## src/sv/fpcag_pkg.sv

```systemverilog
`default_nettype none

package fpcag_pkg;

   // field widths
   localparam int ADDR_W     = 24;
   localparam int LEN_W      = 14;
   localparam int ACT_W      = 2;
   localparam int OP_W       = 8;
   localparam int PSIZE_W    = 10;
   localparam int PAGE_W     = 16;
   localparam int SHIFT_W    = 4;
   localparam int REQ_DATA_W = 40;
   localparam int RSP_DATA_W = 48;
   localparam int CSR_IDX_W  = 2;
   localparam int CSR_DATA_W = 4;
   localparam int DENS_W     = 4;

   localparam int MAX_LENGTH_DEF = 8192;

   // restoring divider: one quotient bit per cycle
   localparam int DIV_STEPS = ADDR_W;
   localparam int DIV_CNT_W = $clog2(DIV_STEPS);

   // request actions
   typedef enum logic [ACT_W-1:0] {
      ACT_READ    = 2'd0,
      ACT_PROGRAM = 2'd1,
      ACT_ERASE   = 2'd2,
      ACT_BAD     = 2'd3
   } action_type;

   // register indexes
   typedef enum logic [CSR_IDX_W-1:0] {
      CSR_DEVICE_READY = 2'd0,
      CSR_DENSITY_CODE = 2'd1,
      CSR_BINARY_PAGES = 2'd2,
      CSR_UNUSED       = 2'd3
   } csr_index_type;

   // command opcodes
   localparam logic [OP_W-1:0] OP_NONE    = 8'h00;
   localparam logic [OP_W-1:0] OP_READ    = 8'h03;
   localparam logic [OP_W-1:0] OP_PROGRAM = 8'h02;
   localparam logic [OP_W-1:0] OP_ERASE   = 8'h81;

   // page geometry
   localparam logic [PSIZE_W-1:0] PSIZE_BIN_SMALL = 10'h100;
   localparam logic [PSIZE_W-1:0] PSIZE_BIN_BIG   = 10'h200;
   localparam logic [PSIZE_W-1:0] PSIZE_EXT_SMALL = 10'h108;
   localparam logic [PSIZE_W-1:0] PSIZE_EXT_BIG   = 10'h210;
   localparam logic [SHIFT_W-1:0] SHIFT_BIN_SMALL = 4'd8;
   localparam logic [SHIFT_W-1:0] SHIFT_BIN_BIG   = 4'd9;
   localparam logic [SHIFT_W-1:0] SHIFT_EXT_SMALL = 4'd9;
   localparam logic [SHIFT_W-1:0] SHIFT_EXT_BIG   = 4'd10;

   // density codes; device bytes are 0x8000 << code
   localparam logic [DENS_W-1:0] DENS_MIN    = 4'd3;
   localparam logic [DENS_W-1:0] DENS_MAX    = 4'd8;
   localparam logic [DENS_W-1:0] DENS_BIG_LO = 4'd6;
   localparam logic [DENS_W-1:0] DENS_BIG_HI = 4'd7;
   localparam logic [DENS_W-1:0] DENS_RESET  = 4'd3;
   localparam int DEV_BASE_LOG2 = 15;
   // extended pages scale device size by 33/32
   localparam int EXT_SCALE_SHIFT = 5;

   typedef struct packed {
      logic               start;
      logic [ADDR_W-1:0]  dividend;
      logic [PSIZE_W-1:0] divisor;
   } div_req_type;

   typedef struct packed {
      logic               done;
      logic [ADDR_W-1:0]  quot;
      logic [PSIZE_W-1:0] rem;
   } div_res_type;

endpackage

`default_nettype wire

```

## src/sv/fpcag_div.sv

```systemverilog
`default_nettype none

// Restoring divider, one quotient bit per cycle. done pulses for one cycle
// with the final quotient and remainder.
module fpcag_div
   import fpcag_pkg::*;
(
   input  wire         clock,
   input  wire         reset,
   input  div_req_type div_req,
   output div_res_type div_res
);

   logic                 busy_ff, busy_in;
   logic                 done_ff, done_in;
   logic [DIV_CNT_W-1:0] cnt_ff, cnt_in;
   logic [ADDR_W-1:0]    dvd_ff, dvd_in;
   logic [PSIZE_W-1:0]   rem_ff, rem_in;
   logic [PSIZE_W-1:0]   dvs_ff, dvs_in;

   logic [PSIZE_W:0] trial;
   logic [PSIZE_W:0] diff;
   logic             ge;

   // one compare/subtract step
   always_comb begin
      trial = {rem_ff, dvd_ff[ADDR_W-1]};
      ge    = trial >= {1'b0, dvs_ff};
      diff  = trial - {1'b0, dvs_ff};

      busy_in = busy_ff;
      done_in = 1'b0;
      cnt_in  = cnt_ff;
      dvd_in  = dvd_ff;
      rem_in  = rem_ff;
      dvs_in  = dvs_ff;

      if (div_req.start) begin
         busy_in = 1'b1;
         cnt_in  = '0;
         dvd_in  = div_req.dividend;
         rem_in  = '0;
         dvs_in  = div_req.divisor;
      end else if (busy_ff) begin
         rem_in = ge ? diff[PSIZE_W-1:0] : trial[PSIZE_W-1:0];
         dvd_in = {dvd_ff[ADDR_W-2:0], ge};
         cnt_in = cnt_ff + 1'b1;
         if (cnt_ff == DIV_CNT_W'(DIV_STEPS - 1)) begin
            busy_in = 1'b0;
            done_in = 1'b1;
         end
      end
   end

   always_ff @(posedge clock) begin
      if (reset) begin
         busy_ff <= 1'b0;
         done_ff <= 1'b0;
         cnt_ff  <= '0;
      end else begin
         busy_ff <= busy_in;
         done_ff <= done_in;
         cnt_ff  <= cnt_in;
      end
      dvd_ff <= dvd_in;
      rem_ff <= rem_in;
      dvs_ff <= dvs_in;
   end

   assign div_res.done = done_ff;
   assign div_res.quot = dvd_ff;
   assign div_res.rem  = rem_ff;

endmodule

`default_nettype wire

```

## src/sv/flash_page_command_address_gen.sv

```systemverilog
`default_nettype none

// Channel  Dir  Handshake              Payload
// req      in   req_tvalid/req_tready  tdata: action, address, length
// rsp      out  rsp_tvalid/rsp_tready  tdata: opcode, device_address, byte_count
//                                      tuser: status, tlast: last
// csr      in   csr_valid/csr_ready    csr_index, csr_data
//
// One request at a time; req_tready is high only when idle.
// Order: a check, the address divide (plus a length divide for erase), then
// a step and a send per result, the send held by any rsp stall. Rejects at the
// check go straight to send; misaligned erases are refused after a 24-step divide.
// Reset (synchronous) restores the configuration registers to their defaults and idles.
// csr writes are taken whenever out of reset; csr_ready is tied high.
module flash_page_command_address_gen
   import fpcag_pkg::*;
#(
   parameter int unsigned MAX_LENGTH = MAX_LENGTH_DEF
)
(
   input  wire                    clock,
   input  wire                    reset,
   // action[1:0], address[25:2], length[39:26]
   input  wire [REQ_DATA_W-1:0]   req_tdata,
   input  wire                    req_tvalid,
   output logic                   req_tready,
   // opcode[7:0], device_address[31:8], byte_count[45:32], zeros above
   output logic [RSP_DATA_W-1:0]  rsp_tdata,
   // status
   output logic                   rsp_tuser,
   output logic                   rsp_tlast,
   output logic                   rsp_tvalid,
   input  wire                    rsp_tready,
   input  wire                    csr_valid,
   output logic                   csr_ready,
   input  wire [CSR_IDX_W-1:0]    csr_index,
   input  wire [CSR_DATA_W-1:0]   csr_data
);

   typedef enum logic [2:0] {
      S_IDLE,
      S_CHECK,
      S_DIV_ADDR,
      S_DIV_LEN,
      S_STEP,
      S_SEND
   } state_type;

   state_type state_ff, state_in;

   // configuration
   logic              ready_cfg_ff;
   logic [DENS_W-1:0] density_ff;
   logic              binary_ff;

   // request and walk
   action_type         action_ff, action_in;
   logic [ADDR_W-1:0]  addr_ff, addr_in;
   logic [LEN_W-1:0]   len_ff, len_in;
   logic [LEN_W-1:0]   remain_ff, remain_in;
   logic [PAGE_W-1:0]  page_ff, page_in;
   logic [PSIZE_W-1:0] off_ff, off_in;

   // output register
   logic               rsp_valid_ff, rsp_valid_in;
   logic [OP_W-1:0]    out_op_ff, out_op_in;
   logic [ADDR_W-1:0]  out_dev_ff, out_dev_in;
   logic [LEN_W-1:0]   out_cnt_ff, out_cnt_in;
   logic               out_status_ff, out_status_in;
   logic               out_last_ff, out_last_in;

   div_req_type div_req;
   div_res_type div_res;

   // geometry from configuration
   logic               big;
   logic [PSIZE_W-1:0] psize;
   logic [SHIFT_W-1:0] page_shift;
   logic [ADDR_W:0]    dsize_bin;
   logic [ADDR_W:0]    dsize;
   logic [ADDR_W:0]    req_end;
   logic               bad_req;

   // per-result values
   logic [PSIZE_W-1:0] room;
   logic               seg_last;
   logic [LEN_W-1:0]   seg;
   logic [ADDR_W-1:0]  dev_addr;

   fpcag_div u_div (
      .clock   (clock),
      .reset   (reset),
      .div_req (div_req),
      .div_res (div_res)
   );

   // page size, address shift and device size
   always_comb begin
      big = (density_ff == DENS_BIG_LO) || (density_ff == DENS_BIG_HI);
      if (binary_ff) begin
         psize      = big ? PSIZE_BIN_BIG : PSIZE_BIN_SMALL;
         page_shift = big ? SHIFT_BIN_BIG : SHIFT_BIN_SMALL;
      end else begin
         psize      = big ? PSIZE_EXT_BIG : PSIZE_EXT_SMALL;
         page_shift = big ? SHIFT_EXT_BIG : SHIFT_EXT_SMALL;
      end
      dsize_bin = (ADDR_W+1)'(1) << (5'(DEV_BASE_LOG2) + 5'(density_ff));
      dsize     = binary_ff ? dsize_bin : dsize_bin + (dsize_bin >> EXT_SCALE_SHIFT);
      req_end   = (ADDR_W+1)'(addr_ff) + (ADDR_W+1)'(len_ff);
      bad_req   = !ready_cfg_ff
               || (density_ff < DENS_MIN) || (density_ff > DENS_MAX)
               || (action_ff == ACT_BAD)
               || (32'(len_ff) > MAX_LENGTH)
               || (req_end > dsize)
               || ((action_ff != ACT_READ) && (len_ff == '0));
   end

   // segment of the current page
   always_comb begin
      room     = psize - off_ff;
      seg_last = remain_ff <= LEN_W'(room);
      seg      = seg_last ? remain_ff : LEN_W'(room);
      dev_addr = (ADDR_W'(page_ff) << page_shift) | ADDR_W'(off_ff);
   end

   // sequencer
   always_comb begin
      state_in      = state_ff;
      action_in     = action_ff;
      addr_in       = addr_ff;
      len_in        = len_ff;
      remain_in     = remain_ff;
      page_in       = page_ff;
      off_in        = off_ff;
      rsp_valid_in  = rsp_valid_ff;
      out_op_in     = out_op_ff;
      out_dev_in    = out_dev_ff;
      out_cnt_in    = out_cnt_ff;
      out_status_in = out_status_ff;
      out_last_in   = out_last_ff;
      div_req       = '{start: 1'b0, dividend: addr_ff, divisor: psize};

      unique case (state_ff)
         S_IDLE: begin
            if (req_tvalid) begin
               action_in = action_type'(req_tdata[ACT_W-1:0]);
               addr_in   = req_tdata[ACT_W +: ADDR_W];
               len_in    = req_tdata[ACT_W+ADDR_W +: LEN_W];
               state_in  = S_CHECK;
            end
         end
         S_CHECK: begin
            if (bad_req) begin
               state_in = S_SEND;
            end else begin
               div_req.start = 1'b1;
               state_in      = S_DIV_ADDR;
            end
         end
         S_DIV_ADDR: begin
            if (div_res.done) begin
               page_in   = div_res.quot[PAGE_W-1:0];
               off_in    = div_res.rem;
               remain_in = len_ff;
               if (action_ff == ACT_ERASE) begin
                  if (div_res.rem != '0) begin
                     state_in = S_SEND;
                  end else begin
                     div_req.start    = 1'b1;
                     div_req.dividend = ADDR_W'(len_ff);
                     state_in         = S_DIV_LEN;
                  end
               end else begin
                  state_in = S_STEP;
               end
            end
         end
         S_DIV_LEN: begin
            if (div_res.done) begin
               state_in = (div_res.rem != '0) ? S_SEND : S_STEP;
            end
         end
         S_STEP: begin
            out_dev_in    = dev_addr;
            out_status_in = 1'b0;
            if (action_ff == ACT_READ) begin
               out_op_in   = OP_READ;
               out_cnt_in  = len_ff;
               out_last_in = 1'b1;
            end else begin
               out_op_in   = (action_ff == ACT_ERASE) ? OP_ERASE : OP_PROGRAM;
               out_cnt_in  = (action_ff == ACT_ERASE) ? '0 : seg;
               out_last_in = seg_last;
            end
            remain_in    = remain_ff - seg;
            page_in      = page_ff + 1'b1;
            off_in       = '0;
            rsp_valid_in = 1'b1;
            state_in     = S_SEND;
         end
         S_SEND: begin
            if (rsp_valid_ff && rsp_tready) begin
               rsp_valid_in = 1'b0;
               state_in     = out_last_ff ? S_IDLE : S_STEP;
            end
         end
         default: begin
            state_in = S_IDLE;
         end
      endcase

      // every way into S_SEND except from S_STEP is a rejection
      if ((state_in == S_SEND) && (state_ff != S_STEP) && (state_ff != S_SEND)) begin
         rsp_valid_in  = 1'b1;
         out_op_in     = OP_NONE;
         out_dev_in    = '0;
         out_cnt_in    = '0;
         out_status_in = 1'b1;
         out_last_in   = 1'b1;
      end
   end

   always_ff @(posedge clock) begin
      if (reset) begin
         state_ff     <= S_IDLE;
         rsp_valid_ff <= 1'b0;
         ready_cfg_ff <= 1'b0;
         density_ff   <= DENS_RESET;
         binary_ff    <= 1'b1;
      end else begin
         state_ff     <= state_in;
         rsp_valid_ff <= rsp_valid_in;
         // configuration writes
         if (csr_valid) begin
            unique case (csr_index_type'(csr_index))
               CSR_DEVICE_READY: ready_cfg_ff <= csr_data[0];
               CSR_DENSITY_CODE: density_ff   <= csr_data;
               CSR_BINARY_PAGES: binary_ff    <= csr_data[0];
               CSR_UNUSED:       ;
               default:          ;
            endcase
         end
      end
      action_ff     <= action_in;
      addr_ff       <= addr_in;
      len_ff        <= len_in;
      remain_ff     <= remain_in;
      page_ff       <= page_in;
      off_ff        <= off_in;
      out_op_ff     <= out_op_in;
      out_dev_ff    <= out_dev_in;
      out_cnt_ff    <= out_cnt_in;
      out_status_ff <= out_status_in;
      out_last_ff   <= out_last_in;
   end

   assign req_tready = (state_ff == S_IDLE);
   assign csr_ready  = 1'b1;
   assign rsp_tvalid = rsp_valid_ff;
   assign rsp_tdata  = {(RSP_DATA_W-OP_W-ADDR_W-LEN_W)'(0), out_cnt_ff, out_dev_ff, out_op_ff};
   assign rsp_tuser  = out_status_ff;
   assign rsp_tlast  = out_last_ff;

endmodule

`default_nettype wire

```

## config.mk

```make
export PLATFORM = sky130hd
export DESIGN_NAME = flash_page_command_address_gen
export DESIGN_NICKNAME = d
export VERILOG_FILES = /design/src/sv/fpcag_pkg.sv /design/src/sv/fpcag_div.sv /design/src/sv/flash_page_command_address_gen.sv
export SDC_FILE = /design/constraint.sdc
export NUM_CORES = 1
export LEC_CHECK = 0
export BUFFER_PORTS_ARGS = -buffer_cell sky130_fd_sc_hd__buf_2
export CAP_MARGIN = 20
export CORE_MARGIN = 8
export CORE_UTILIZATION = 60
export CTS_CLUSTER_DIAMETER = 80
export DETAILED_ROUTE_END_ITERATION = 6
export GPL_TIMING_DRIVEN = 0
export PLACE_DENSITY_LB_ADDON = 0.12
export SYNTH_ARGS = -nofsm -noshare
export SYNTH_HDL_FRONTEND = slang
export SYNTH_SLANG_ARGS = --single-unit
export TNS_END_PERCENT = 20
```

## constraint.sdc

```tcl
create_clock -name clock -period 7.9 [get_ports clock]
set_input_delay 1.58 -clock clock [delete_from_list [all_inputs] [get_ports clock]]
set_output_delay 1.58 -clock clock [all_outputs]
set_load 0.05 [all_outputs]
```

* Word-level counts from Yosys, hierarchy flattened
Cells that the tools add are included.
** Cells by class
- Eq/ne operators :: 17
- Add/subtract/negate cells :: 8
- Muxes and demuxes :: 45
- Shift-type cells :: 2
- Order comparisons :: 6
- Bitwise logic cells :: 2
- Reduce and logical (&&, ||, !) cells :: 29
** Operator list (count)
- 25-bit 2-to-1 mux :: 4
- 24-bit 2-to-1 mux :: 3
- 14-bit 2-to-1 mux :: 4
- 10-bit 2-to-1 mux :: 5
- 16-bit one-hot mux with 2 select lines :: 1
- 14-bit one-hot mux with 2 select lines :: 1
- 24-bit by 14-bit adder with 25-bit output :: 1
- 25-bit by 20-bit adder with 25-bit output :: 1
- 25-bit greater-than comparator :: 1
- 1-bit by 5-bit left shift with 25-bit output (first input constant) :: 1
- 3-bit 2-to-1 mux :: 8
- 24-bit by 10-bit OR with 24-bit output :: 1
- 16-bit by 4-bit left shift with 24-bit output :: 1
- 10-bit one-hot mux with 2 select lines :: 1
- 10-bit subtractor :: 2
- 3-bit one-hot mux with 6 select lines :: 1
- 16-bit by 1-bit adder with 16-bit output (second input constant) :: 1
- 16-bit 2-to-1 mux :: 1
- 8-bit 2-to-1 mux :: 2
- 14-bit greater-than comparator (second input constant) :: 1
- 14-bit by 10-bit <= comparator with 1-bit output :: 1
- 14-bit zero test :: 1
- 14-bit subtractor :: 1
- 2-bit AND reduction :: 6
- 28 further kinds :: 59
** Storage, ports and cells
- Register bits after elaboration :: 189
- Bits of input ports :: 51

* Logic depth before layout (Yosys ltp)
Gate-level depths: netlist (run 1).
- Depth after elaboration :: 14
- Mapped depth :: 31
- Depth with buffers taken out :: 27

* Modules after synthesis
From an unflattened synthesis (run 1), not the netlist that was laid out.
** Unflattened totals
- Cell total of the unflattened synthesis :: 1188
- Area, all modules :: 11514.8 µm²
** By module, submodules not included
- flash_page_command_address_gen :: cells an instance 964, times used 1, area an instance 8898.5 µm²
- fpcag_div :: cells an instance 224, times used 1, area an instance 2616.3 µm²

* Least setup slack after synthesis (run 1)
OpenSTA, ideal clock, no wires.
- Path type :: register -> register
- From :: register density_ff[2]
- To :: register remain_ff[11], data pin
- Required time :: 7.633 ns
- Path slack :: 1.764 ns
- Arrival time :: 5.869 ns
- Stages on the path, launching flop included :: 30
- Setup time :: 0.267 ns
- Cells stage by stage :: dfxtp_1 -> clkbuf_1 -> nor2b_1 -> and2_1 -> clkbuf_1 -> inv_1 -> ha_1 -> ha_1 -> nor4b_1 -> o21a_1 -> nor2_1 -> o21bai_1 -> xnor2_1 -> ha_1 -> nand2_1 -> or4_1 -> a21oi_1 -> and2_1 -> buf_2 -> buf_1 -> nor2_1 -> a21oi_1 -> ha_1 -> nor2b_1 -> o21a_1 -> o211ai_1 -> a31oi_1 -> a2111oi_0 -> xnor2_1 -> o21ai_0
** RTL lines
- from (decl) :: line flash_page_command_address_gen.sv:53 : logic [DENS_W-1:0] density_ff;
- from (signal assigned) :: line flash_page_command_address_gen.sv:237 : CSR_DENSITY_CODE: density_ff <= csr_data;
- to (signal assigned) :: line flash_page_command_address_gen.sv:247 : remain_ff <= remain_in;
- to (decl) :: line flash_page_command_address_gen.sv:60 : logic [LEN_W-1:0] remain_ff, remain_in;

==> flow_results.xml, run 1 <==
<?xml version="1.0" encoding="UTF-8"?>
<metrics>
  <group name="sta">
    <metric name="fmax" unit="GHz">0.138</metric>
    <metric name="final_setup_violation_count" unit="">0</metric>
    <metric name="timing.final.crit_share" unit="%">91.4</metric>
    <metric name="worst_slew_margin_rel" unit="%">38.4</metric>
    <metric name="setup_tns_final" unit="ns">0</metric>
    <metric name="finalCriticalPeriod" unit="ns">7.22</metric>
    <metric name="finClkSkew" unit="ns">0.00785</metric>
    <metric name="grt_setup_unrepaired" unit="">no</metric>
    <metric name="report.final.slew_viol_count" unit="">0</metric>
    <metric name="final_critical_path_setup_slack" unit="ns">0.680</metric>
    <metric name="timing.final.hold_violations" unit="">0</metric>
    <metric name="worst_slew_pin_slew" unit="ns">0.924</metric>
  </group>
  <group name="clock_network">
    <metric name="h-tree-depth" unit="">4</metric>
    <metric name="clk-insertion-delay-late" unit="ns">0.43</metric>
    <metric name="cts_resized" unit="">0</metric>
    <metric name="clock_sink_count" unit="">178</metric>
    <metric name="cts_post_setup_buffers_inserted" unit="">0</metric>
    <metric name="clk_transition_reported_paths" unit="ns">0.07</metric>
    <metric name="cts_made_buffers" unit="">17</metric>
    <metric name="clock_path_buffers" unit="">2</metric>
    <metric name="cts_tree" unit="">done</metric>
    <metric name="cts_root_cell" unit="">sky130_fd_sc_hd__clkbuf_16</metric>
    <metric name="hold_buffers" unit="">0</metric>
  </group>
  <group name="drt">
    <metric name="wire_per_inst" unit="um">18.0</metric>
    <metric name="avgViaCountPerCell" unit="">5.87</metric>
    <metric name="first_pass_iters" unit="">6</metric>
    <metric name="routed_wl" unit="um">27200</metric>
    <metric name="detailedRoute.firstIterationViolations" unit="">789</metric>
    <metric name="drcViolationCount" unit="">0</metric>
    <metric name="antenna_left" unit="">0</metric>
    <metric name="dr_total_vias" unit="">8864</metric>
  </group>
  <group name="floorplan">
    <metric name="fp.dieW" unit="um">151</metric>
    <metric name="die_area" unit="mm2">0.0229</metric>
    <metric name="row_count" unit="">49</metric>
    <metric name="placeableCoreArea" unit="mm2">0.0180</metric>
    <metric name="die_outline_height" unit="um">151</metric>
    <metric name="floorplan.initialDensity" unit="%">61.1</metric>
    <metric name="i_o_pins" unit="">104</metric>
  </group>
  <group name="setup_path">
    <metric name="worst_path_max_delay_cell" unit="">sky130_fd_sc_hd__or4_1</metric>
    <metric name="r2r_end" unit="">remain_ff[11]</metric>
    <metric name="crit_path_start_kind" unit="">register</metric>
    <metric name="worst_ep_required_time" unit="ns">8.06</metric>
    <metric name="crit-reg2reg-launch" unit="">density_ff[2]</metric>
    <metric name="critical_path_at" unit="ns">7.38</metric>
    <metric name="critPathTopFamily" unit="">compound AO/OA/AOI/OAI gates</metric>
    <metric name="crit_path_end_kind" unit="">register</metric>
    <metric name="ff2ff_setup_slack" unit="ns">0.68</metric>
    <metric name="critical_path_buf_inv_count" unit="">4</metric>
    <metric name="worst-setup-path-type" unit="">register to register</metric>
    <metric name="rr_worst_depth" unit="">27</metric>
    <metric name="crit_top_cell" unit="">sky130_fd_sc_hd__ha_1</metric>
    <metric name="crit_path_max_fanout" unit="">19</metric>
    <metric name="max_stage_delay" unit="ns">0.56</metric>
  </group>
  <group name="grt">
    <metric name="aggregate_global_routing_overflow" unit="">0</metric>
    <metric name="grt_antenna_before_repair" unit="">0</metric>
    <metric name="global_route.usage.total" unit="%">24.1</metric>
    <metric name="grt_max_degree" unit="">41</metric>
    <metric name="grt_first_pass_wirelength" unit="um">43300</metric>
    <metric name="first_global_vias" unit="">8652</metric>
  </group>
  <group name="power_and_ir_drop">
    <metric name="power.clock.fraction" unit="%">27.4</metric>
    <metric name="combinational_group_share_of_total_power" unit="%">33.5</metric>
    <metric name="p_switching" unit="uW">1190</metric>
    <metric name="p_leak" unit="uW">0.00523</metric>
    <metric name="switching_share" unit="%">37.5</metric>
    <metric name="cell_internal_pwr" unit="uW">1990</metric>
    <metric name="power.density_cell_area" unit="mW/mm2">255</metric>
    <metric name="power.ir.vdd_worst" unit="mV">0.220</metric>
    <metric name="power_frac_seq" unit="%">39.1</metric>
  </group>
  <group name="layout">
    <metric name="final_cell_count_no_fill" unit="">1509</metric>
    <metric name="num-fill-cells" unit="">1424</metric>
    <metric name="final_util" unit="%">69.5</metric>
    <metric name="drive_above_1_share" unit="%">14.8</metric>
    <metric name="fin_area" unit="mm2">0.0125</metric>
    <metric name="num-nets-final" unit="">1406</metric>
    <metric name="synthesis_to_finish_area_growth" unit="%">13.7</metric>
    <metric name="antenna_cells_inserted" unit="">0</metric>
  </group>
  <group name="synth">
    <metric name="fraction_of_registers_with_async_set_reset" unit="%">0</metric>
    <metric name="syn_inst" unit="">1128</metric>
    <metric name="number_of_enable_flip_flop_cells_after_synthesis" unit="">108</metric>
    <metric name="number_of_synthesized_register_bits" unit="">178</metric>
    <metric name="synth.yosys.warnings" unit="">0</metric>
    <metric name="ys_dominant_reg_cell" unit="">sky130_fd_sc_hd__edfxtp_1</metric>
    <metric name="ys_types" unit="">76</metric>
    <metric name="synth_top_area_share" unit="%">29.5</metric>
    <metric name="synth_area_leaders" unit="">sky130_fd_sc_hd__edfxtp_1, sky130_fd_sc_hd__dfxtp_1, sky130_fd_sc_hd__ha_1</metric>
    <metric name="synth_area_per_cell" unit="um2">9.73</metric>
    <metric name="synth.yosys.seq_area_share" unit="%">42.3</metric>
    <metric name="synth.largest_area_cell" unit="">sky130_fd_sc_hd__edfxtp_1</metric>
    <metric name="syn-cell-area" unit="mm2">0.0110</metric>
  </group>
  <group name="place">
    <metric name="placedCellCount" unit="">1478</metric>
    <metric name="placed_area" unit="mm2">0.0119</metric>
    <metric name="port_buffers" unit="">95</metric>
    <metric name="gp_congestion" unit="">0.916</metric>
    <metric name="dpl_worst_slack" unit="ns">0.514</metric>
    <metric name="hpwlAfterDp" unit="um">20600</metric>
  </group>
  <group name="worst_hold_path">
    <metric name="worstHoldPathType" unit="">register to register</metric>
    <metric name="min_to" unit="">out_dev_ff[1]</metric>
    <metric name="holdPathStages" unit="">2</metric>
    <metric name="min_from" unit="">out_dev_ff[1]</metric>
  </group>
  <group name="job">
    <metric name="cap_violations" unit="">0</metric>
  </group>
  <group name="outcome">
    <metric name="status" unit="">completed</metric>
  </group>
</metrics>
==> registers in the layout, indices dropped and copies added, names as in the netlist <==
name	cells
u_div.dvs_ff	4
addr_ff	24
page_ff	16
rsp_tuser	1
state_ff	3
u_div.cnt_ff	5
rsp_tlast	1
action_ff	2
out_op_ff	3
binary_ff	1
u_div.rem_ff	10
out_cnt_ff	14
rsp_tvalid	1
ready_cfg_ff	1
out_dev_ff	24
u_div.busy_ff	1
len_ff	14
density_ff	4
u_div.done_ff	1
remain_ff	14
u_div.dvd_ff	24
off_ff	10
==> metrics by stage <==
step | hold slack (ns) | total power (uW)
CTS | 0.453 | 3190
global route | 0.467 | 3350
detailed placement | 0.445 | 2320
floorplan | 0.460 | 2050
global placement | 0.438 | 2300
finish | 0.450 | 3190
==> cell usage after synthesis, types with 3 or more instances <==
| cell | n |
|---|---|
| sky130_fd_sc_hd__and4_1 | 5 |
| sky130_fd_sc_hd__o21ai_0 | 69 |
| sky130_fd_sc_hd__a211oi_1 | 24 |
| sky130_fd_sc_hd__o21a_1 | 6 |
| sky130_fd_sc_hd__ha_1 | 84 |
| sky130_fd_sc_hd__edfxtp_1 | 108 |
| sky130_fd_sc_hd__nor4b_1 | 4 |
| sky130_fd_sc_hd__nor3_1 | 25 |
| sky130_fd_sc_hd__buf_6 | 6 |
| sky130_fd_sc_hd__or2_2 | 4 |
| sky130_fd_sc_hd__clkbuf_1 | 34 |
| sky130_fd_sc_hd__inv_1 | 41 |
| sky130_fd_sc_hd__nand2b_1 | 10 |
| sky130_fd_sc_hd__buf_2 | 4 |
| sky130_fd_sc_hd__dfxtp_1 | 70 |
| sky130_fd_sc_hd__xor2_1 | 35 |
| sky130_fd_sc_hd__nand3_1 | 18 |
| sky130_fd_sc_hd__or4_1 | 3 |
| sky130_fd_sc_hd__o21bai_1 | 4 |
| sky130_fd_sc_hd__and3_1 | 4 |
| sky130_fd_sc_hd__a21oi_1 | 85 |
| sky130_fd_sc_hd__a2111oi_0 | 3 |
| sky130_fd_sc_hd__fa_1 | 4 |
| sky130_fd_sc_hd__a21o_1 | 16 |
| sky130_fd_sc_hd__nand2_1 | 155 |
| sky130_fd_sc_hd__a31oi_1 | 12 |
| sky130_fd_sc_hd__nor2b_1 | 10 |
| sky130_fd_sc_hd__mux2i_1 | 36 |
| sky130_fd_sc_hd__a211oi_2 | 8 |
| sky130_fd_sc_hd__o211ai_1 | 4 |
| sky130_fd_sc_hd__nor2_1 | 89 |
| sky130_fd_sc_hd__nor3b_1 | 7 |
| sky130_fd_sc_hd__and2_1 | 11 |
| sky130_fd_sc_hd__mux4_2 | 12 |
| sky130_fd_sc_hd__buf_1 | 3 |
| sky130_fd_sc_hd__nor4_1 | 3 |
| sky130_fd_sc_hd__buf_4 | 11 |
| sky130_fd_sc_hd__nand4_1 | 14 |
| sky130_fd_sc_hd__a211o_1 | 4 |
| sky130_fd_sc_hd__xnor2_1 | 37 |
| sky130_fd_sc_hd__o31ai_1 | 3 |
==> cells in the final DEF (no fill, tap or decap), types with 5 or more instances in the layout <==
master	Yosys	layout
sky130_fd_sc_hd__mux2i_1	36	36
sky130_fd_sc_hd__clkbuf_1	34	34
sky130_fd_sc_hd__and2_1	11	10
sky130_fd_sc_hd__and4_1	5	5
sky130_fd_sc_hd__nand4_1	14	14
sky130_fd_sc_hd__a21o_1	16	16
sky130_fd_sc_hd__a211oi_1	24	24
sky130_fd_sc_hd__xor2_1	35	35
sky130_fd_sc_hd__conb_1	2	27
sky130_fd_sc_hd__o21a_1	6	6
sky130_fd_sc_hd__a21oi_1	85	84
sky130_fd_sc_hd__edfxtp_1	108	108
sky130_fd_sc_hd__nor2b_1	10	10
sky130_fd_sc_hd__nand2_1	155	155
sky130_fd_sc_hd__buf_2	4	99
sky130_fd_sc_hd__o21ai_0	69	69
sky130_fd_sc_hd__nand2b_1	10	10
sky130_fd_sc_hd__buf_6	6	6
sky130_fd_sc_hd__xnor2_1	37	37
sky130_fd_sc_hd__dfxtp_1	70	70
sky130_fd_sc_hd__a211oi_2	8	8
sky130_fd_sc_hd__inv_1	41	41
sky130_fd_sc_hd__buf_4	11	11
sky130_fd_sc_hd__a31oi_1	12	12
sky130_fd_sc_hd__nor2_1	89	89
sky130_fd_sc_hd__nor3b_1	7	7
sky130_fd_sc_hd__mux4_2	12	12
sky130_fd_sc_hd__nor3_1	25	25
sky130_fd_sc_hd__clkbuf_16	0	19
sky130_fd_sc_hd__ha_1	84	84
sky130_fd_sc_hd__nand3_1	18	18
==> power by group through the flow <==
| stage | Sequential (uW) | Combinational [uW] | Clock (uW) |
|---|---|---|---|
| CTS | 1240 | 1070 | 878 |
| global route | 1260 | 1170 | 914 |
| global placement | 1260 | 1030 | 0 |
| floorplan | 1440 | 610 | 0 |
| finish | 1250 | 1070 | 872 |
| detailed placement | 1260 | 1060 | 0 |
==> worst reg2reg max path: stages, from the launching register on <==
cell and delay (ns):
sky130_fd_sc_hd__dfxtp_1 0.33, sky130_fd_sc_hd__clkbuf_1 0.32, sky130_fd_sc_hd__nor2b_1 0.21, sky130_fd_sc_hd__and2_1 0.13, sky130_fd_sc_hd__clkbuf_1 0.35, sky130_fd_sc_hd__inv_1 0.26
sky130_fd_sc_hd__ha_1 0.29, sky130_fd_sc_hd__ha_1 0.38, sky130_fd_sc_hd__nor4b_1 0.28, sky130_fd_sc_hd__o21a_1 0.17, sky130_fd_sc_hd__nor2_1 0.07, sky130_fd_sc_hd__xnor2_1 0.40
sky130_fd_sc_hd__ha_1 0.21, sky130_fd_sc_hd__nand4_1 0.14, sky130_fd_sc_hd__or4_1 0.56, sky130_fd_sc_hd__a21oi_1 0.20, sky130_fd_sc_hd__and2_1 0.14, sky130_fd_sc_hd__buf_2 0.29
sky130_fd_sc_hd__nor2_1 0.08, sky130_fd_sc_hd__a21oi_1 0.25, sky130_fd_sc_hd__ha_1 0.28, sky130_fd_sc_hd__nor2b_1 0.13, sky130_fd_sc_hd__o21a_1 0.18, sky130_fd_sc_hd__o211ai_1 0.22
sky130_fd_sc_hd__a31oi_1 0.24, sky130_fd_sc_hd__a2111oi_0 0.55, sky130_fd_sc_hd__xnor2_1 0.20, sky130_fd_sc_hd__o21ai_0 0.10
==> cells by family (layout without fill, tap and decap cells) <==
kind of cell	after synthesis	count (layout)	synth area share (%)
adder cells (fa/ha/maj)	88	88	10.3
buffers and inverters	103	230	4.49
AO/OA/AOI/OAI	254	254	14.6
XOR/XNOR	72	72	5.74
AND/OR/NAND/NOR	381	381	16.5
other	2	27	0.0684
flip-flops	178	178	42.3
multiplexers	50	50	5.95
==> metal layers <==
metal	global-route usage, %	part of all wire, %	up-vias
li1	-	-	4323
met1	30.6	43	4172
met2	40.2	48	316
met3	3.85	7.0	53
met4	9.95	2.8	0
met5	0	0	-
==> final cells by class <==
type | instances | area (um2) | share of cell area (%)
well taps | 229 | 287 | 2.30
inverters | 43 | 161 | 1.29
multi-input cells | 872 | 5950 | 47.7
clock buffers | 21 | 503 | 4.03
clock inverters | 11 | 111 | 0.893
plain buffers | 59 | 328 | 2.63
repair buffers | 96 | 495 | 3.97
flip-flops and latches | 178 | 4640 | 37.2
==> worst max-delay path by stage <==
stage,slack (ns),end,cells after the start,from
global route,0.07,remain_ff[12],30,density_ff[2]
floorplan,1.76,remain_ff[11],29,density_ff[2]
detailed placement,0.51,remain_ff[11],28,density_ff[2]
finish,0.68,remain_ff[11],27,density_ff[2]
CTS,0.43,remain_ff[11],29,density_ff[2]
global placement,0.67,remain_ff[11],28,density_ff[2]
Note: power is estimated with default switching activity, not from simulation.
==> run 2: changes to the inputs <==
- SYNTH_HIERARCHICAL: default -> 1
==> flow_results.xml, run 2 <==
<?xml version="1.0" encoding="UTF-8"?>
<metrics>
  <group name="layout">
    <metric name="num-nets-final" unit="">1481</metric>
    <metric name="antenna_cells_inserted" unit="">0</metric>
    <metric name="fin_area" unit="mm2">0.0131</metric>
    <metric name="final_cell_mix" unit="">sky130_fd_sc_hd__nand2_1, sky130_fd_sc_hd__edfxtp_1, sky130_fd_sc_hd__buf_2</metric>
    <metric name="mostFrequentLayoutCell" unit="">sky130_fd_sc_hd__nand2_1</metric>
    <metric name="largestRegisters" unit="">addr_ff x24, out_dev_ff x24, u_div/dvd_ff x24</metric>
    <metric name="synthesis_to_finish_area_growth" unit="%">13.5</metric>
    <metric name="drive_above_1_share" unit="%">14.6</metric>
  </group>
  <group name="worst_hold_path">
    <metric name="worstHoldPathType" unit="">register to register</metric>
    <metric name="min_to" unit="">out_cnt_ff[13]</metric>
    <metric name="min_from" unit="">out_cnt_ff[13]</metric>
    <metric name="holdPathStages" unit="">2</metric>
  </group>
  <group name="power_and_ir_drop">
    <metric name="combinational_group_share_of_total_power" unit="%">36.4</metric>
    <metric name="p_leak" unit="uW">0.00539</metric>
    <metric name="p_switching" unit="uW">1360</metric>
    <metric name="cell_internal_pwr" unit="uW">2040</metric>
    <metric name="power.clock.fraction" unit="%">25.5</metric>
    <metric name="power_frac_seq" unit="%">38.1</metric>
    <metric name="switching_share" unit="%">39.9</metric>
    <metric name="power.density_cell_area" unit="mW/mm2">261</metric>
    <metric name="power.ir.vdd_worst" unit="mV">0.174</metric>
  </group>
  <group name="clock_network">
    <metric name="clk_transition_reported_paths" unit="ns">0.08</metric>
    <metric name="clock_path_buffers" unit="">2</metric>
    <metric name="cts_tree" unit="">done</metric>
    <metric name="cts_root_cell" unit="">sky130_fd_sc_hd__clkbuf_16</metric>
    <metric name="cts_resized" unit="">0</metric>
    <metric name="clk-insertion-delay-late" unit="ns">0.44</metric>
    <metric name="clock_sink_count" unit="">184</metric>
    <metric name="h-tree-depth" unit="">4</metric>
    <metric name="hold_buffers" unit="">0</metric>
    <metric name="cts_made_buffers" unit="">17</metric>
    <metric name="cts_post_setup_buffers_inserted" unit="">0</metric>
  </group>
  <group name="setup_path">
    <metric name="crit_path_start_kind" unit="">register</metric>
    <metric name="rr_worst_depth" unit="">24</metric>
    <metric name="ff2ff_setup_slack" unit="ns">0.79</metric>
    <metric name="worst-setup-path-type" unit="">register to register</metric>
    <metric name="crit_path_max_fanout" unit="">11</metric>
    <metric name="max_stage_delay" unit="ns">0.55</metric>
    <metric name="worst_path_max_delay_cell" unit="">sky130_fd_sc_hd__a2111oi_0</metric>
    <metric name="critical_path_cell_by_cell" unit="">clkbuf_1, inv_1, clkbuf_1, ha_1, ha_1, or4b_1, a21oi_1, a31oi_1, xnor2_1, ha_1, and3_1, a211oi_1, o21ai_0, o21ai_0, buf_2, mux2i_1, ha_1, nor2b_1, o21ai_0, a21oi_1, o21a_1, a2111oi_0, xnor2_1, o21ai_0</metric>
    <metric name="critPathTopFamily" unit="">compound AO/OA/AOI/OAI gates</metric>
    <metric name="r2r_end" unit="">remain_ff[11]</metric>
    <metric name="critical_path_at" unit="ns">7.29</metric>
    <metric name="crit-reg2reg-launch" unit="">binary_ff</metric>
    <metric name="crit_path_end_kind" unit="">register</metric>
    <metric name="worst_ep_required_time" unit="ns">8.08</metric>
    <metric name="critical_path_buf_inv_count" unit="">4</metric>
  </group>
  <group name="drt">
    <metric name="dr_total_vias" unit="">9304</metric>
    <metric name="routed_wl" unit="um">28500</metric>
    <metric name="detailedRoute.firstIterationViolations" unit="">730</metric>
    <metric name="wire_per_inst" unit="um">18.0</metric>
    <metric name="first_pass_iters" unit="">6</metric>
    <metric name="antenna_left" unit="">0</metric>
    <metric name="drcViolationCount" unit="">0</metric>
    <metric name="avgViaCountPerCell" unit="">5.88</metric>
  </group>
  <group name="place">
    <metric name="port_buffers" unit="">95</metric>
    <metric name="dpl_worst_slack" unit="ns">0.844</metric>
    <metric name="hpwlAfterDp" unit="um">21900</metric>
    <metric name="gp_congestion" unit="">0.911</metric>
    <metric name="placed_area" unit="mm2">0.0125</metric>
  </group>
  <group name="synth">
    <metric name="synth_area_per_cell" unit="um2">9.69</metric>
    <metric name="ys_types" unit="">73</metric>
    <metric name="ys_dominant_reg_cell" unit="">sky130_fd_sc_hd__edfxtp_1</metric>
    <metric name="number_of_enable_flip_flop_cells_after_synthesis" unit="">114</metric>
    <metric name="synthTopCellsByCount" unit="">sky130_fd_sc_hd__nand2_1, sky130_fd_sc_hd__edfxtp_1, sky130_fd_sc_hd__ha_1</metric>
    <metric name="syn-cell-area" unit="mm2">0.0115</metric>
    <metric name="number_of_synthesized_register_bits" unit="">184</metric>
    <metric name="yosysMostFrequentCell" unit="">sky130_fd_sc_hd__nand2_1</metric>
    <metric name="synth.yosys.warnings" unit="">6</metric>
    <metric name="synth.yosys.seq_area_share" unit="%">41.9</metric>
    <metric name="synth_area_leaders" unit="">sky130_fd_sc_hd__edfxtp_1, sky130_fd_sc_hd__dfxtp_1, sky130_fd_sc_hd__ha_1</metric>
    <metric name="syn_inst" unit="">1188</metric>
    <metric name="fraction_of_registers_with_async_set_reset" unit="%">0</metric>
    <metric name="synth.largest_area_cell" unit="">sky130_fd_sc_hd__edfxtp_1</metric>
    <metric name="synth_top_area_share" unit="%">29.7</metric>
  </group>
  <group name="outcome">
    <metric name="status" unit="">completed</metric>
  </group>
  <group name="sta">
    <metric name="final_setup_violation_count" unit="">0</metric>
    <metric name="setup_tns_final" unit="ns">0</metric>
    <metric name="timing.final.hold_violations" unit="">0</metric>
    <metric name="worst_slew_margin_rel" unit="%">34.3</metric>
    <metric name="fmax" unit="GHz">0.141</metric>
    <metric name="grt_setup_unrepaired" unit="">no</metric>
    <metric name="final_critical_path_setup_slack" unit="ns">0.795</metric>
    <metric name="report.final.slew_viol_count" unit="">0</metric>
    <metric name="finClkSkew" unit="ns">0.00869</metric>
    <metric name="worst_slew_pin_slew" unit="ns">0.984</metric>
    <metric name="finalCriticalPeriod" unit="ns">7.11</metric>
    <metric name="timing.final.crit_share" unit="%">89.9</metric>
  </group>
  <group name="grt">
    <metric name="aggregate_global_routing_overflow" unit="">0</metric>
    <metric name="grt_max_degree" unit="">29</metric>
    <metric name="global_route.usage.total" unit="%">23.6</metric>
    <metric name="first_global_vias" unit="">8945</metric>
    <metric name="grt_first_pass_wirelength" unit="um">45200</metric>
    <metric name="grt_antenna_before_repair" unit="">0</metric>
  </group>
  <group name="job">
    <metric name="cap_violations" unit="">0</metric>
  </group>
  <group name="floorplan">
    <metric name="placeableCoreArea" unit="mm2">0.0188</metric>
    <metric name="die_outline_height" unit="um">155</metric>
    <metric name="i_o_pins" unit="">104</metric>
    <metric name="die_area" unit="mm2">0.0239</metric>
    <metric name="fp.dieW" unit="um">155</metric>
    <metric name="floorplan.initialDensity" unit="%">61.4</metric>
    <metric name="row_count" unit="">50</metric>
  </group>
</metrics>
==> run 2: power by group through the flow <==
stage,Combinational [uW],Sequential (uW),Clock [uW]
global route,1360,1310,915
floorplan,704,1530,0
finish,1240,1300,867
detailed placement,1230,1320,0
global placement,1200,1320,0
CTS,1240,1300,879
==> run 2: per-layer routing <==
| metal | track usage (%) | up-vias | part of all wire [%] |
|---|---|---|---|
| met4 | 9.19 | 0 | 3.1 |
| met3 | 4.76 | 65 | 7.1 |
| met1 | 29.8 | 4345 | 43 |
| li1 | - | 4549 | - |
| met5 | 0 | - | 0 |
| met2 | 39.3 | 345 | 47 |
==> run 2: metrics by stage <==
step	hold slack [ns]	total power [uW]	utilization (%)	cells
2_1_floorplan	0.451	2240	-	1219
3_3_place_gp	0.430	2510	66.1	1548
3_5_place_dp	0.441	2540	66.4	1551
4_1_cts	0.453	3410	69.6	1583
5_1_grt	0.478	3580	69.6	1583
6_report	0.452	3400	69.6	1583
==> run 2: cell type report <==
type | instances | area (um2)
multi-input cells | 922 | 6320
fillers | 1487 | 5700
flip-flops and latches | 184 | 4820
repair buffers | 98 | 523
clock buffers | 18 | 450
plain buffers | 59 | 300
well taps | 234 | 293
inverters | 54 | 203
clock inverters | 14 | 154
==> run 2: worst min-delay path: stages (launching register included) <==
cell and delay, ns:
sky130_fd_sc_hd__dfxtp_1 0.31, sky130_fd_sc_hd__nand2_1 0.05, sky130_fd_sc_hd__a21oi_1 0.05
==> run 2: worst max-delay path by stage <==
stage	start	end	slack, ns	cells after the start
global placement	binary_ff	remain_ff[11]	0.99	24
global route	binary_ff	remain_ff[11]	0.38	25
CTS	binary_ff	remain_ff[11]	0.81	24
detailed placement	binary_ff	remain_ff[11]	0.84	24
finish	binary_ff	remain_ff[11]	0.79	24
floorplan	binary_ff	remain_ff[11]	2.10	24
==> run 2: cell families (layout without fill, tap and decap cells) <==
family | count (synthesis) | after routing | share of synthesized area, %
simple gates | 406 | 406 | 17.4
buf+inv | 113 | 243 | 4.37
other cells | 2 | 33 | 0.0652
fa+ha+maj | 94 | 94 | 10.5
flops | 184 | 184 | 41.9
compound gates | 248 | 248 | 13.9
mux | 68 | 68 | 6.33
xor+xnor | 73 | 73 | 5.55
